### src/rtl/ctrr_pkg.sv
// Shared types and constants for the conversion task round-robin scheduler.
// Depends on nothing; every other file imports it.
package ctrr_pkg;

   localparam int TASK_SLOTS_DEFAULT = 8;
   localparam int ID_W               = 3;

   localparam logic [1:0] OP_REGISTER = 2'd0;
   localparam logic [1:0] OP_FREE     = 2'd1;
   localparam logic [1:0] OP_COMPLETE = 2'd2;

   localparam logic [1:0] STATUS_OK    = 2'd0;
   localparam logic [1:0] STATUS_FULL  = 2'd1;
   localparam logic [1:0] STATUS_EMPTY = 2'd2;

   typedef struct packed {
      logic [1:0] operation;
      logic [2:0] task_id;
      logic [2:0] channel;
      logic [3:0] length;
      logic       multi;
      logic       scan;
   } req_type;

   typedef struct packed {
      logic [1:0] status;
      logic [2:0] assigned_id;
      logic       done_valid;
      logic [2:0] done_task;
      logic       abort;
      logic       start_valid;
      logic [2:0] start_task;
      logic [2:0] start_channel;
      logic [3:0] start_length;
      logic       start_multi;
      logic       start_scan;
   } rsp_type;

   typedef struct packed {
      logic       scan;
      logic       multi;
      logic [3:0] length;
      logic [2:0] channel;
   } settings_type;

   // controller to datapath
   typedef struct packed {
      logic latch_req;
      logic status_full;
      logic scan_init_free;
      logic scan_init_next;
      logic scan_step;
      logic do_register;
      logic release_req;
      logic complete;
      logic pick;
      logic load_start;
      logic load_rsp;
   } cmd_type;

   // datapath to controller
   typedef struct packed {
      logic [1:0] op;
      logic       table_full;
      logic       ptr_used;
      logic       cur_valid;
      logic       sel_needed;
      logic       rsp_free;
   } stat_type;

endpackage

### src/rtl/ctrr_dp.sv
// Datapath of the scheduler: slot table, settings memory, scan pointer,
// result assembly and the output register. Depends on ctrr_pkg.
module ctrr_dp
   import ctrr_pkg::*;
#(
   parameter int TASK_SLOTS = TASK_SLOTS_DEFAULT
) (
   input  logic     clock,
   input  logic     reset,
   input  req_type  req_data,
   output logic     rsp_valid,
   input  logic     rsp_ready,
   output rsp_type  rsp_data,
   input  cmd_type  cmd,
   output stat_type stat
);

   localparam int SLOT_W = (TASK_SLOTS > 1) ? $clog2(TASK_SLOTS) : 1;
   localparam int CNT_W  = $clog2(TASK_SLOTS + 1);
   localparam int CMP_W  = ((SLOT_W > ID_W) ? SLOT_W : ID_W) + 1;

   logic [TASK_SLOTS-1:0] used_ff, used_in;
   logic [CNT_W-1:0]      count_ff, count_in;
   logic [SLOT_W-1:0]     cur_ff, cur_in;
   logic                  known_ff, known_in;
   logic                  running_ff, running_in;
   logic [SLOT_W-1:0]     ptr_ff, ptr_in;
   req_type               req_ff, req_in;
   rsp_type               res_ff, res_in;
   logic                  rsp_valid_ff, rsp_valid_in;
   rsp_type               rsp_data_ff, rsp_data_in;

   settings_type          mem [TASK_SLOTS];
   settings_type          rdata_ff;
   logic [SLOT_W-1:0]     rd_addr;

   logic [CMP_W-1:0]      id_ext;
   logic                  id_ok;
   logic [SLOT_W-1:0]     id_idx;
   logic                  id_used;
   logic                  rel_en;
   logic [SLOT_W-1:0]     rel_idx;
   logic                  rel_match;
   logic [CNT_W-1:0]      count_dec;

   function automatic logic [SLOT_W-1:0] next_slot(input logic [SLOT_W-1:0] s);
      logic [SLOT_W-1:0] n;
      if (s == SLOT_W'(TASK_SLOTS - 1)) begin
         n = '0;
      end else begin
         n = s + 1'b1;
      end
      return n;
   endfunction

   assign id_ext    = CMP_W'(req_ff.task_id);
   assign id_ok     = id_ext < CMP_W'(TASK_SLOTS);
   assign id_idx    = SLOT_W'(id_ext);
   assign id_used   = id_ok && used_ff[id_idx];
   assign rel_idx   = cmd.release_req ? id_idx : cur_ff;
   assign rel_en    = (cmd.release_req && id_used) || (cmd.complete && !rdata_ff.scan);
   assign rel_match = known_ff && (cur_ff == rel_idx);
   assign count_dec = count_ff - 1'b1;
   assign rd_addr   = cmd.pick ? ptr_ff : cur_ff;

   always_comb begin
      used_in      = used_ff;
      count_in     = count_ff;
      cur_in       = cur_ff;
      known_in     = known_ff;
      running_in   = running_ff;
      ptr_in       = ptr_ff;
      req_in       = req_ff;
      res_in       = res_ff;
      rsp_valid_in = rsp_valid_ff;
      rsp_data_in  = rsp_data_ff;

      if (cmd.latch_req) begin
         req_in = req_data;
         res_in = '0;
      end
      if (cmd.status_full) begin
         res_in.status = STATUS_FULL;
      end
      if (cmd.release_req && !id_used) begin
         res_in.status = STATUS_EMPTY;
      end
      if (rel_en) begin
         used_in[rel_idx] = 1'b0;
         count_in         = count_dec;
         if (rel_match) begin
            res_in.abort = 1'b1;
         end
         if ((count_dec != '0) || rel_match) begin
            running_in = 1'b0;
         end
      end
      if (cmd.complete) begin
         res_in.done_valid = 1'b1;
         res_in.done_task  = ID_W'(cur_ff);
      end
      if (cmd.do_register) begin
         used_in[ptr_ff]    = 1'b1;
         count_in           = count_ff + 1'b1;
         res_in.assigned_id = ID_W'(ptr_ff);
         // first task in the table starts at once
         if (count_ff == '0) begin
            cur_in               = ptr_ff;
            known_in             = 1'b1;
            running_in           = 1'b1;
            res_in.start_valid   = 1'b1;
            res_in.start_task    = ID_W'(ptr_ff);
            res_in.start_channel = req_ff.channel;
            res_in.start_length  = req_ff.length;
            res_in.start_multi   = req_ff.multi;
            res_in.start_scan    = req_ff.scan;
         end
      end
      if (cmd.scan_init_free) begin
         ptr_in = '0;
      end
      if (cmd.scan_init_next) begin
         ptr_in = next_slot(cur_ff);
      end
      if (cmd.scan_step) begin
         ptr_in = next_slot(ptr_ff);
      end
      if (cmd.pick) begin
         cur_in             = ptr_ff;
         known_in           = 1'b1;
         running_in         = 1'b1;
         res_in.start_valid = 1'b1;
         res_in.start_task  = ID_W'(ptr_ff);
      end
      if (cmd.load_start) begin
         res_in.start_channel = rdata_ff.channel;
         res_in.start_length  = rdata_ff.length;
         res_in.start_multi   = rdata_ff.multi;
         res_in.start_scan    = rdata_ff.scan;
      end
      if (rsp_valid_ff && rsp_ready) begin
         rsp_valid_in = 1'b0;
      end
      if (cmd.load_rsp) begin
         rsp_valid_in = 1'b1;
         rsp_data_in  = res_ff;
      end
   end

   always_ff @(posedge clock) begin
      if (reset) begin
         used_ff      <= '0;
         count_ff     <= '0;
         cur_ff       <= SLOT_W'(TASK_SLOTS - 1);
         known_ff     <= 1'b0;
         running_ff   <= 1'b0;
         rsp_valid_ff <= 1'b0;
      end else begin
         used_ff      <= used_in;
         count_ff     <= count_in;
         cur_ff       <= cur_in;
         known_ff     <= known_in;
         running_ff   <= running_in;
         rsp_valid_ff <= rsp_valid_in;
      end
   end

   always_ff @(posedge clock) begin
      ptr_ff      <= ptr_in;
      req_ff      <= req_in;
      res_ff      <= res_in;
      rsp_data_ff <= rsp_data_in;
   end

   // settings memory: one write port, one registered read port
   always_ff @(posedge clock) begin
      if (cmd.do_register) begin
         mem[ptr_ff] <= '{scan: req_ff.scan, multi: req_ff.multi,
                          length: req_ff.length, channel: req_ff.channel};
      end
      rdata_ff <= mem[rd_addr];
   end

   assign stat.op         = req_ff.operation;
   assign stat.table_full = count_ff == CNT_W'(TASK_SLOTS);
   assign stat.ptr_used   = used_ff[ptr_ff];
   assign stat.cur_valid  = known_ff && used_ff[cur_ff];
   assign stat.sel_needed = (count_ff > CNT_W'(1)) || (!running_ff && (count_ff != '0));
   assign stat.rsp_free   = !rsp_valid_ff || rsp_ready;

   assign rsp_valid = rsp_valid_ff;
   assign rsp_data  = rsp_data_ff;

endmodule

### src/rtl/ctrr_ctrl.sv
// Controller state machine of the scheduler: sequences decode, slot scans,
// release, start and result hand-off. Depends on ctrr_pkg.
module ctrr_ctrl
   import ctrr_pkg::*;
(
   input  logic     clock,
   input  logic     reset,
   input  logic     req_valid,
   output logic     req_ready,
   output cmd_type  cmd,
   input  stat_type stat
);

   typedef enum logic [7:0] {
      S_IDLE      = 8'b0000_0001,
      S_DECODE    = 8'b0000_0010,
      S_FREE_SCAN = 8'b0000_0100,
      S_COMPLETE  = 8'b0000_1000,
      S_SELECT    = 8'b0001_0000,
      S_NEXT_SCAN = 8'b0010_0000,
      S_START     = 8'b0100_0000,
      S_FINISH    = 8'b1000_0000
   } state_type;

   state_type state_ff, state_in;

   always_comb begin
      state_in  = state_ff;
      cmd       = '0;
      req_ready = 1'b0;
      case (state_ff)
         S_IDLE: begin
            req_ready = 1'b1;
            if (req_valid) begin
               cmd.latch_req = 1'b1;
               state_in      = S_DECODE;
            end
         end
         S_DECODE: begin
            case (stat.op)
               OP_REGISTER: begin
                  if (stat.table_full) begin
                     cmd.status_full = 1'b1;
                     state_in        = S_FINISH;
                  end else begin
                     cmd.scan_init_free = 1'b1;
                     state_in           = S_FREE_SCAN;
                  end
               end
               OP_FREE: begin
                  cmd.release_req = 1'b1;
                  state_in        = S_SELECT;
               end
               OP_COMPLETE: begin
                  // settings of the current slot are read this cycle
                  state_in = stat.cur_valid ? S_COMPLETE : S_SELECT;
               end
               default: begin
                  state_in = S_FINISH;
               end
            endcase
         end
         S_FREE_SCAN: begin
            if (!stat.ptr_used) begin
               cmd.do_register = 1'b1;
               state_in        = S_FINISH;
            end else begin
               cmd.scan_step = 1'b1;
            end
         end
         S_COMPLETE: begin
            cmd.complete = 1'b1;
            state_in     = S_SELECT;
         end
         S_SELECT: begin
            if (stat.sel_needed) begin
               cmd.scan_init_next = 1'b1;
               state_in           = S_NEXT_SCAN;
            end else begin
               state_in = S_FINISH;
            end
         end
         S_NEXT_SCAN: begin
            // a used slot always exists here, so the scan ends
            if (stat.ptr_used) begin
               cmd.pick = 1'b1;
               state_in = S_START;
            end else begin
               cmd.scan_step = 1'b1;
            end
         end
         S_START: begin
            cmd.load_start = 1'b1;
            state_in       = S_FINISH;
         end
         S_FINISH: begin
            // hold until the output register can take the item
            if (stat.rsp_free) begin
               cmd.load_rsp = 1'b1;
               state_in     = S_IDLE;
            end
         end
         default: begin
            state_in = S_IDLE;
         end
      endcase
   end

   always_ff @(posedge clock) begin
      if (reset) begin
         state_ff <= S_IDLE;
      end else begin
         state_ff <= state_in;
      end
   end

endmodule

### src/rtl/conversion_task_round_robin_top.sv
// Channel  Handshake              Payload
// req      req_valid/req_ready    req_data  (ctrr_pkg::req_type)
// rsp      rsp_valid/rsp_ready    rsp_data  (ctrr_pkg::rsp_type)
// One item at a time. Register scans for the first free slot from index 0,
// and a full table skips that scan; free and complete pass through the
// round-robin scan that checks one slot a cycle.
// Reset is synchronous and empties the table. A new item is taken while a
// result waits in the output register; a stalled result holds the next one.
// Top level of the scheduler; instantiates ctrr_ctrl and ctrr_dp, uses ctrr_pkg.
module conversion_task_round_robin_top
   import ctrr_pkg::*;
#(
   parameter int TASK_SLOTS = TASK_SLOTS_DEFAULT
) (
   input  logic    clock,
   input  logic    reset,
   input  logic    req_valid,
   output logic    req_ready,
   input  req_type req_data,
   output logic    rsp_valid,
   input  logic    rsp_ready,
   output rsp_type rsp_data
);

   cmd_type  cmd;
   stat_type stat;

   ctrr_ctrl u_ctrl (
      .clock     (clock),
      .reset     (reset),
      .req_valid (req_valid),
      .req_ready (req_ready),
      .cmd       (cmd),
      .stat      (stat)
   );

   ctrr_dp #(
      .TASK_SLOTS (TASK_SLOTS)
   ) u_dp (
      .clock     (clock),
      .reset     (reset),
      .req_data  (req_data),
      .rsp_valid (rsp_valid),
      .rsp_ready (rsp_ready),
      .rsp_data  (rsp_data),
      .cmd       (cmd),
      .stat      (stat)
   );

endmodule
### config.mk
export PLATFORM = sky130hd
export DESIGN_NAME = conversion_task_round_robin_top
export DESIGN_NICKNAME = d
export VERILOG_FILES = /design/src/rtl/ctrr_pkg.sv /design/src/rtl/ctrr_dp.sv /design/src/rtl/ctrr_ctrl.sv /design/src/rtl/conversion_task_round_robin_top.sv
export SDC_FILE = /design/constraint.sdc
export NUM_CORES = 1
export LEC_CHECK = 0
export BUFFER_PORTS_ARGS = -buffer_cell sky130_fd_sc_hd__clkbuf_2
export CAP_MARGIN = 10
export CORE_MARGIN = 8
export CORE_UTILIZATION = 54
export CTS_CLUSTER_DIAMETER = 40
export DETAILED_ROUTE_END_ITERATION = 7
export PLACE_DENSITY = 0.84
export SYNTH_ARGS = -nofsm -noshare
export SYNTH_HDL_FRONTEND = slang
export SYNTH_SLANG_ARGS = --single-unit
### constraint.sdc
create_clock -name clock -period 2.7 [get_ports clock]
set_input_delay 0.135 -clock clock [delete_from_list [all_inputs] [get_ports clock]]
set_output_delay 0.135 -clock clock [all_outputs]
set_load 0.05 [all_outputs]
# After elaboration in Yosys (flattened, before gate mapping)
# Memories as Yosys holds them, arrays and structs flattened. A register that Yosys moved wholly into a read port is not among the register bits.
# Index checks and enable logic that the tools add are counted.
# totals
register_bits	89
mem_bits_rw	72
in_bits	18
output_inout_bits	25
word_cells	177
mem_count	1
# op_classes
add_sub_neg	4
order_cmp	8
eq_ne	18
mux	75
n_bitwise	3
reduce_logical	32
# memory_table
name	depth	word_bits	read_ports	rd_ports_with_merged_regs	write_ports	line_no	source
u_dp.mem	8	9	1	1	1	ctrr_dp.sv:33	settings_type mem [TASK_SLOTS];
# op_table
operator	count
$mux 8	8
$pmux 8 s8	1
$mux 3	13
$mux 1	36
$mux 13	2
$pmux 8 s3	1
$mux 23	1
$lt 3x4->1 const B	5
$reduce_bool 2->1	7
$logic_and 1x1->1	10
$bmux 1 s3	3
$mux 9	1
$and 8x8->8	1
$eq 8x1->1 const B	1
$eq 8x2->1 const B	1
$eq 8x3->1 const B	1
$eq 8x4->1 const B	1
$eq 8x5->1 const B	1
$eq 8x6->1 const B	1
$eq 8x7->1 const B	1
$eq 8x8->1 const B	1
$mux 4	2
$not 8->8	1
$or 8x8->8	1
24 further kinds	39

# Longest topological paths before layout
# depth
ltp_word	13
depth_mapped	11
mapped_depth_nobuf	8

# By module
# Synthesis repeated with hierarchy kept, for this count alone.
# hier_totals
cells_unflattened	599
area_unflattened_um2	7413.4
# modules_own_cells
module	n_inst	cells_each	area_per_inst_um2	seq_area_each_um2
ctrr_dp	1	515	6774.0	4424.2
ctrr_ctrl	1	84	639.4	160.2

# Least setup slack after synthesis
# Ideal clock, no wire load.
# synth_path
path_kind	flip-flop to flip-flop
from	reg u_dp.ptr_ff[2]
to	mem u_dp.mem[0][0] in the netlist's numbering (enable)
setup_time_ns	0.402
arrival_ns	2.333
required_ns	2.298
slack_ns	-0.035
path_stages_with_launch	7
path_buffers	1
period_less_slack_ns	2.735
cell_sequence	edfxtp_1 buf_6 mux2i_4 o21ai_2 nor3_2 nand2_1 nor4_1
# synth_via
elab_chain_len	6
# synth_rtl
item	line_no	source
start: declaration	ctrr_dp.sv:27	logic [SLOT_W-1:0] ptr_ff, ptr_in;
start signal: assignment	ctrr_dp.sv:169	ptr_ff <= ptr_in;
$bmux 1 s3	ctrr_dp.sv:186	assign stat.ptr_used = used_ff[ptr_ff];
$mux 1 (implied by the code)	ctrr_dp.sv:186	
$mux 1	ctrr_ctrl.sv:64	if (!stat.ptr_used) begin
$mux 1	ctrr_ctrl.sv:31	case (state_ff)
$mux 1	ctrr_dp.sv:177	if (cmd.do_register) begin
$mux 1 (implied by the code)	ctrr_dp.sv:178	mem[ptr_ff] <= '{scan: req_ff.scan, multi: req_ff.multi,
end: declaration	ctrr_dp.sv:33	
# Several ways; a longest one is shown, not always the timed one. The select of a mux whose other input is x is not followed.

# Worst setup path in the final report
# layout_path
from	reg u_dp.ptr_ff[2]
to	reg u_dp.rdata_ff[7] (netlist name)
# layout_via
elab_chain_len	5
# layout_rtl
item	line_no	source
$bmux 1 s3	ctrr_dp.sv:186	
$mux 1 (implied by the code)	ctrr_dp.sv:186	
$mux 1	ctrr_ctrl.sv:85	if (stat.ptr_used) begin
$mux 1	ctrr_ctrl.sv:31	
$mux 3 (*)	ctrr_dp.sv:64	assign rd_addr = cmd.pick ? ptr_ff : cur_ff;
# Every way passes the cells marked *; elsewhere a longest branch is shown, timed or not. The select of a mux whose other input is x is not followed.
# A chain may end at the register's enable or synchronous reset.

==> results.md <==
- Die Span X: 132 um
- Post-route ant nets: 0
- PortBufs: 42
- M1 WL: 6890 um
- First-pass detailed-route iteration total: 5
- Seq/Total Area, Yosys: 63.6%
- Max incr delay on CP: 460 ps
- Routed length per instance: 19.5 um
- GR Util All Layers: 18.9%
- Sink of the worst hold path: u_dp.rsp_valid$_SDFFE_PP0P_
- Max Transition Viols Final: 0
- Pwr dens: 628 mW/mm^2
- Max layer used: met4
- Clk_skew: 6.61 ps
- Asr flop ratio synth: 0%
- First-pass GRT wire length: 26,200 um
- Lkg Pwr: 3.12 nW
- Vias in the first global route: 4,928
- Fin crit period: 2670 ps
- Core Area: 0.0131 mm^2
- EDFF count, synth: 118
- Outcome: complete, no violations
- Worst reg2reg path startpoint: u_dp.ptr_ff[2]$_DFFE_PP_
- Number of CTS-inserted buffers: 17
- WS Path Type: reg2reg
- Unrepaired setup endpoints after global routing: yes
- Longest Clk Path Bufs: 2
- Antenna cells: 0
- Clk root buf: clkbuf_16
- Worst path most repeated cell: buf_4
- Routed vias/inst: 6.06
- CP delay by family, top: compound AO/OA/AOI/OAI gates
- Setup TNS: 0 ps
- CP max-delay cell: edfxtp_1
- Worst setup EP type: flip-flop
- Met3 routed WL: 1630 um
- Dpl hpwl: 11,300 um
- IO Pins: 43
- WP buf/inv: 3
- Avg Cell Area, Syn: 12.6 um^2
- Routability cong.: 0.934
- Remaining DRCs: 0
- Synthesized cell area: 0.00721 mm^2
- Die area: 0.0173 mm^2
- Hold Fails Final Rpt: 0
- Die height: 132 um
- H-tree depth: 4
- Post-synth net total: 598
- Fin crit share: 98.7%
- DRT iter0 DRCs: 724
- Min Hold Slack: 66.3 ps
- Max IR drop VDD: 0.425 mV
- CP cell instances: buf_4 > mux2i_2 > o21ai_2 > o31a_2 > o21ai_4 > buf_4 > clkbuf_16 > a211oi_1 > nor4b_1 > and3_1
- Hold Crit Start: rsp_ready
- Post-synth cell types: 65
- # clock sinks: 170
- CP Max Fanout: 22
- FF-to-FF End: u_dp.rdata_ff[7]$_DFF_P_
- CP arrival: 3030 ps
- Fmax: 375 MHz
- Reg2reg path depth: 10
- CTS tree: yes
- Required time worst endpoint: 3070 ps
- Via Count: 5,135
- Initial antenna violation count: 0
- Clock latency on the worst-skew pair: 420 ps
- Row cnt: 42
- Syn-to-layout area delta: 19.6%
- Placed insts: 797
- FF+latch count, synth: 170
- Class of the worst hold path: in2reg
- Total gr overflow: 0
- Primary FF master, synth: edfxtp_1
- Fraction of layout cells with a size suffix above 1: 22.5%
- Commonest non-fill, non-tap cells in the layout: 118 x edfxtp_1, 52 x dfxtp_1, 47 x nand2_1
- Cells on Worst Hold Path: 3
- Pwr Total: 5.42 mW
- Largest net degree at the start of global routing: 45
- Final nets: 685
- R2R Setup Slk: 30 ps
- Yosys warns: 0
- Slew HR: 62.2%
- CTS clk-pin slew, worst paths: 60 ps
- Worst-Margin Slew: 567 ps
- Startpoint types: flip-flop
- Maxcap violations: 0
- DRT Wirelength: 16,600 um
- Starting Density: 54.8%
- Syn Inst Count: 572
- Metal2 WL: 7620 um
- Most common cell after layout, fill and taps aside: edfxtp_1
- Count of final setup violators: 0
- Non-filler instance count after layout: 848
- Layout Utilization: 65.6%
-- worst max-delay path by stage --
stage                                      end  cells after the start  slack (ps)                       startpoint
2_1_floorplan         u_dp.mem[2][0]$_DFFE_PP_                      5          30  u_ctrl.state_ff[1]$_SDFFE_PP0P_
3_3_place_gp   u_ctrl.state_ff[4]$_SDFFE_PP0P_                      9         130         u_dp.ptr_ff[2]$_DFFE_PP_
3_5_place_dp          u_dp.rdata_ff[2]$_DFF_P_                      7           7         u_dp.ptr_ff[2]$_DFFE_PP_
4_1_cts               u_dp.rdata_ff[2]$_DFF_P_                      7          30         u_dp.ptr_ff[2]$_DFFE_PP_
5_1_grt               u_dp.rdata_ff[7]$_DFF_P_                     10         -70         u_dp.ptr_ff[2]$_DFFE_PP_
6_report              u_dp.rdata_ff[7]$_DFF_P_                     10          30         u_dp.ptr_ff[2]$_DFFE_PP_
-- through the flow --
| stage | instance area (um^2) | worst slack, ps |
|---|---|---|
| 2_1_floorplan | 7210 | 32.9 |
| 3_3_place_gp | 7800 | 135 |
| 3_5_place_dp | 7800 | 6.57 |
| 4_1_cts | 8540 | 30.1 |
| 5_1_grt | 8620 | -72.9 |
| 6_report | 8620 | 34.6 |
-- per-layer routing --
metal | global-route usage (%) | vias to the layer above
li1 | - | 2315
met1 | 25.2 | 2459
met2 | 29.0 | 316
met3 | 5.18 | 45
met4 | 7.21 | 0
met5 | 0 | -
-- flip-flops by register name, indices dropped and copies added (netlist names), 3 cells and up --
| register | count |
|---|---|
| u_dp.cur_ff | 3 |
| u_ctrl.state_ff | 8 |
| u_dp.req_ff | 9 |
| u_dp.count_ff | 4 |
| u_dp.rdata_ff | 9 |
| u_dp.used_ff | 8 |
| u_dp.ptr_ff | 3 |
| u_dp.mem | 72 |
| u_dp.id_idx | 3 |
| u_dp.rsp_data | 23 |
| u_dp.res_ff | 23 |
-- layout make-up --
type                       count  area (um^2)
sequential                   170         4580
multi-input combinational    347         2400
fill                         903         4520
tap                          176          220
clock buffer                  23          469
timing repair buffer          99          743
inverter                      24         90.1
clock inverter                 9          116
-- logic make-up (layout without fill, tap and decap cells) --
logic type	Yosys count	after routing	synth area share (%)
AOI/OAI and AO/OA	109	109	12.1
muxes	14	14	3.06
and+or+nand+nor	209	209	15.4
adders and majority gates	8	8	1.39
DFF	170	170	63.6
buffers and inverters	55	155	3.59
xor gates and xnor gates	7	7	0.851
-- tightest hold or removal path, stage by stage --
cell and delay (ps):
clkbuf_2 70, nand2b_1 150, a21oi_1 80
-- repair_timing --
action | in CTS | in global routing
setup endpoints to repair | 2 | 16
gates cloned | 0 | 1
endpoints found under the hold margin | 15 | 0
resized for setup | 1 | 6
hold buffers | 15 | 0
pin swaps | 0 | 1
setup buffers | 0 | 3
-- cells in the mapped netlist (3+ instances only) --
library cell,instances,area (um^2)
nor2_1,45,169
a21oi_1,17,85.1
nand2_1,47,176
a31oi_1,12,75.1
nand3_1,15,75.1
edfxtp_1,118,3540
nand2b_1,7,43.8
nor3_1,26,130
and3_1,11,68.8
o2bb2ai_1,9,78.8
mux4_2,4,90.1
mux2i_1,6,60.1
and2_1,8,50.1
inv_1,24,90.1
a2111oi_2,8,120
buf_2,6,30.0
a211oi_1,18,135
nor3b_1,3,22.5
ha_1,8,100
o21ai_0,9,45.0
o32a_1,10,100
xor2_1,4,35.0
a31o_2,3,26.3
nand4b_1,6,52.6
o22ai_1,3,18.8
nand4_1,6,37.5
nor2b_1,16,100
a211o_1,3,26.3
dfxtp_1,52,1040
buf_6,5,56.3
xnor2_1,3,26.3
clkbuf_1,17,63.8
-- power by group --
| part | leakage (nW) | internal, mW | switching [mW] |
|---|---|---|---|
| Combinational | 1.35 | 0.0604 | 0.0881 |
| Clock | 0.275 | 1.42 | 0.964 |
| Sequential | 1.49 | 2.83 | 0.0526 |
| Total | 3.12 | 4.31 | 1.10 |
Note: power is estimated with default switching activity, not from simulation.
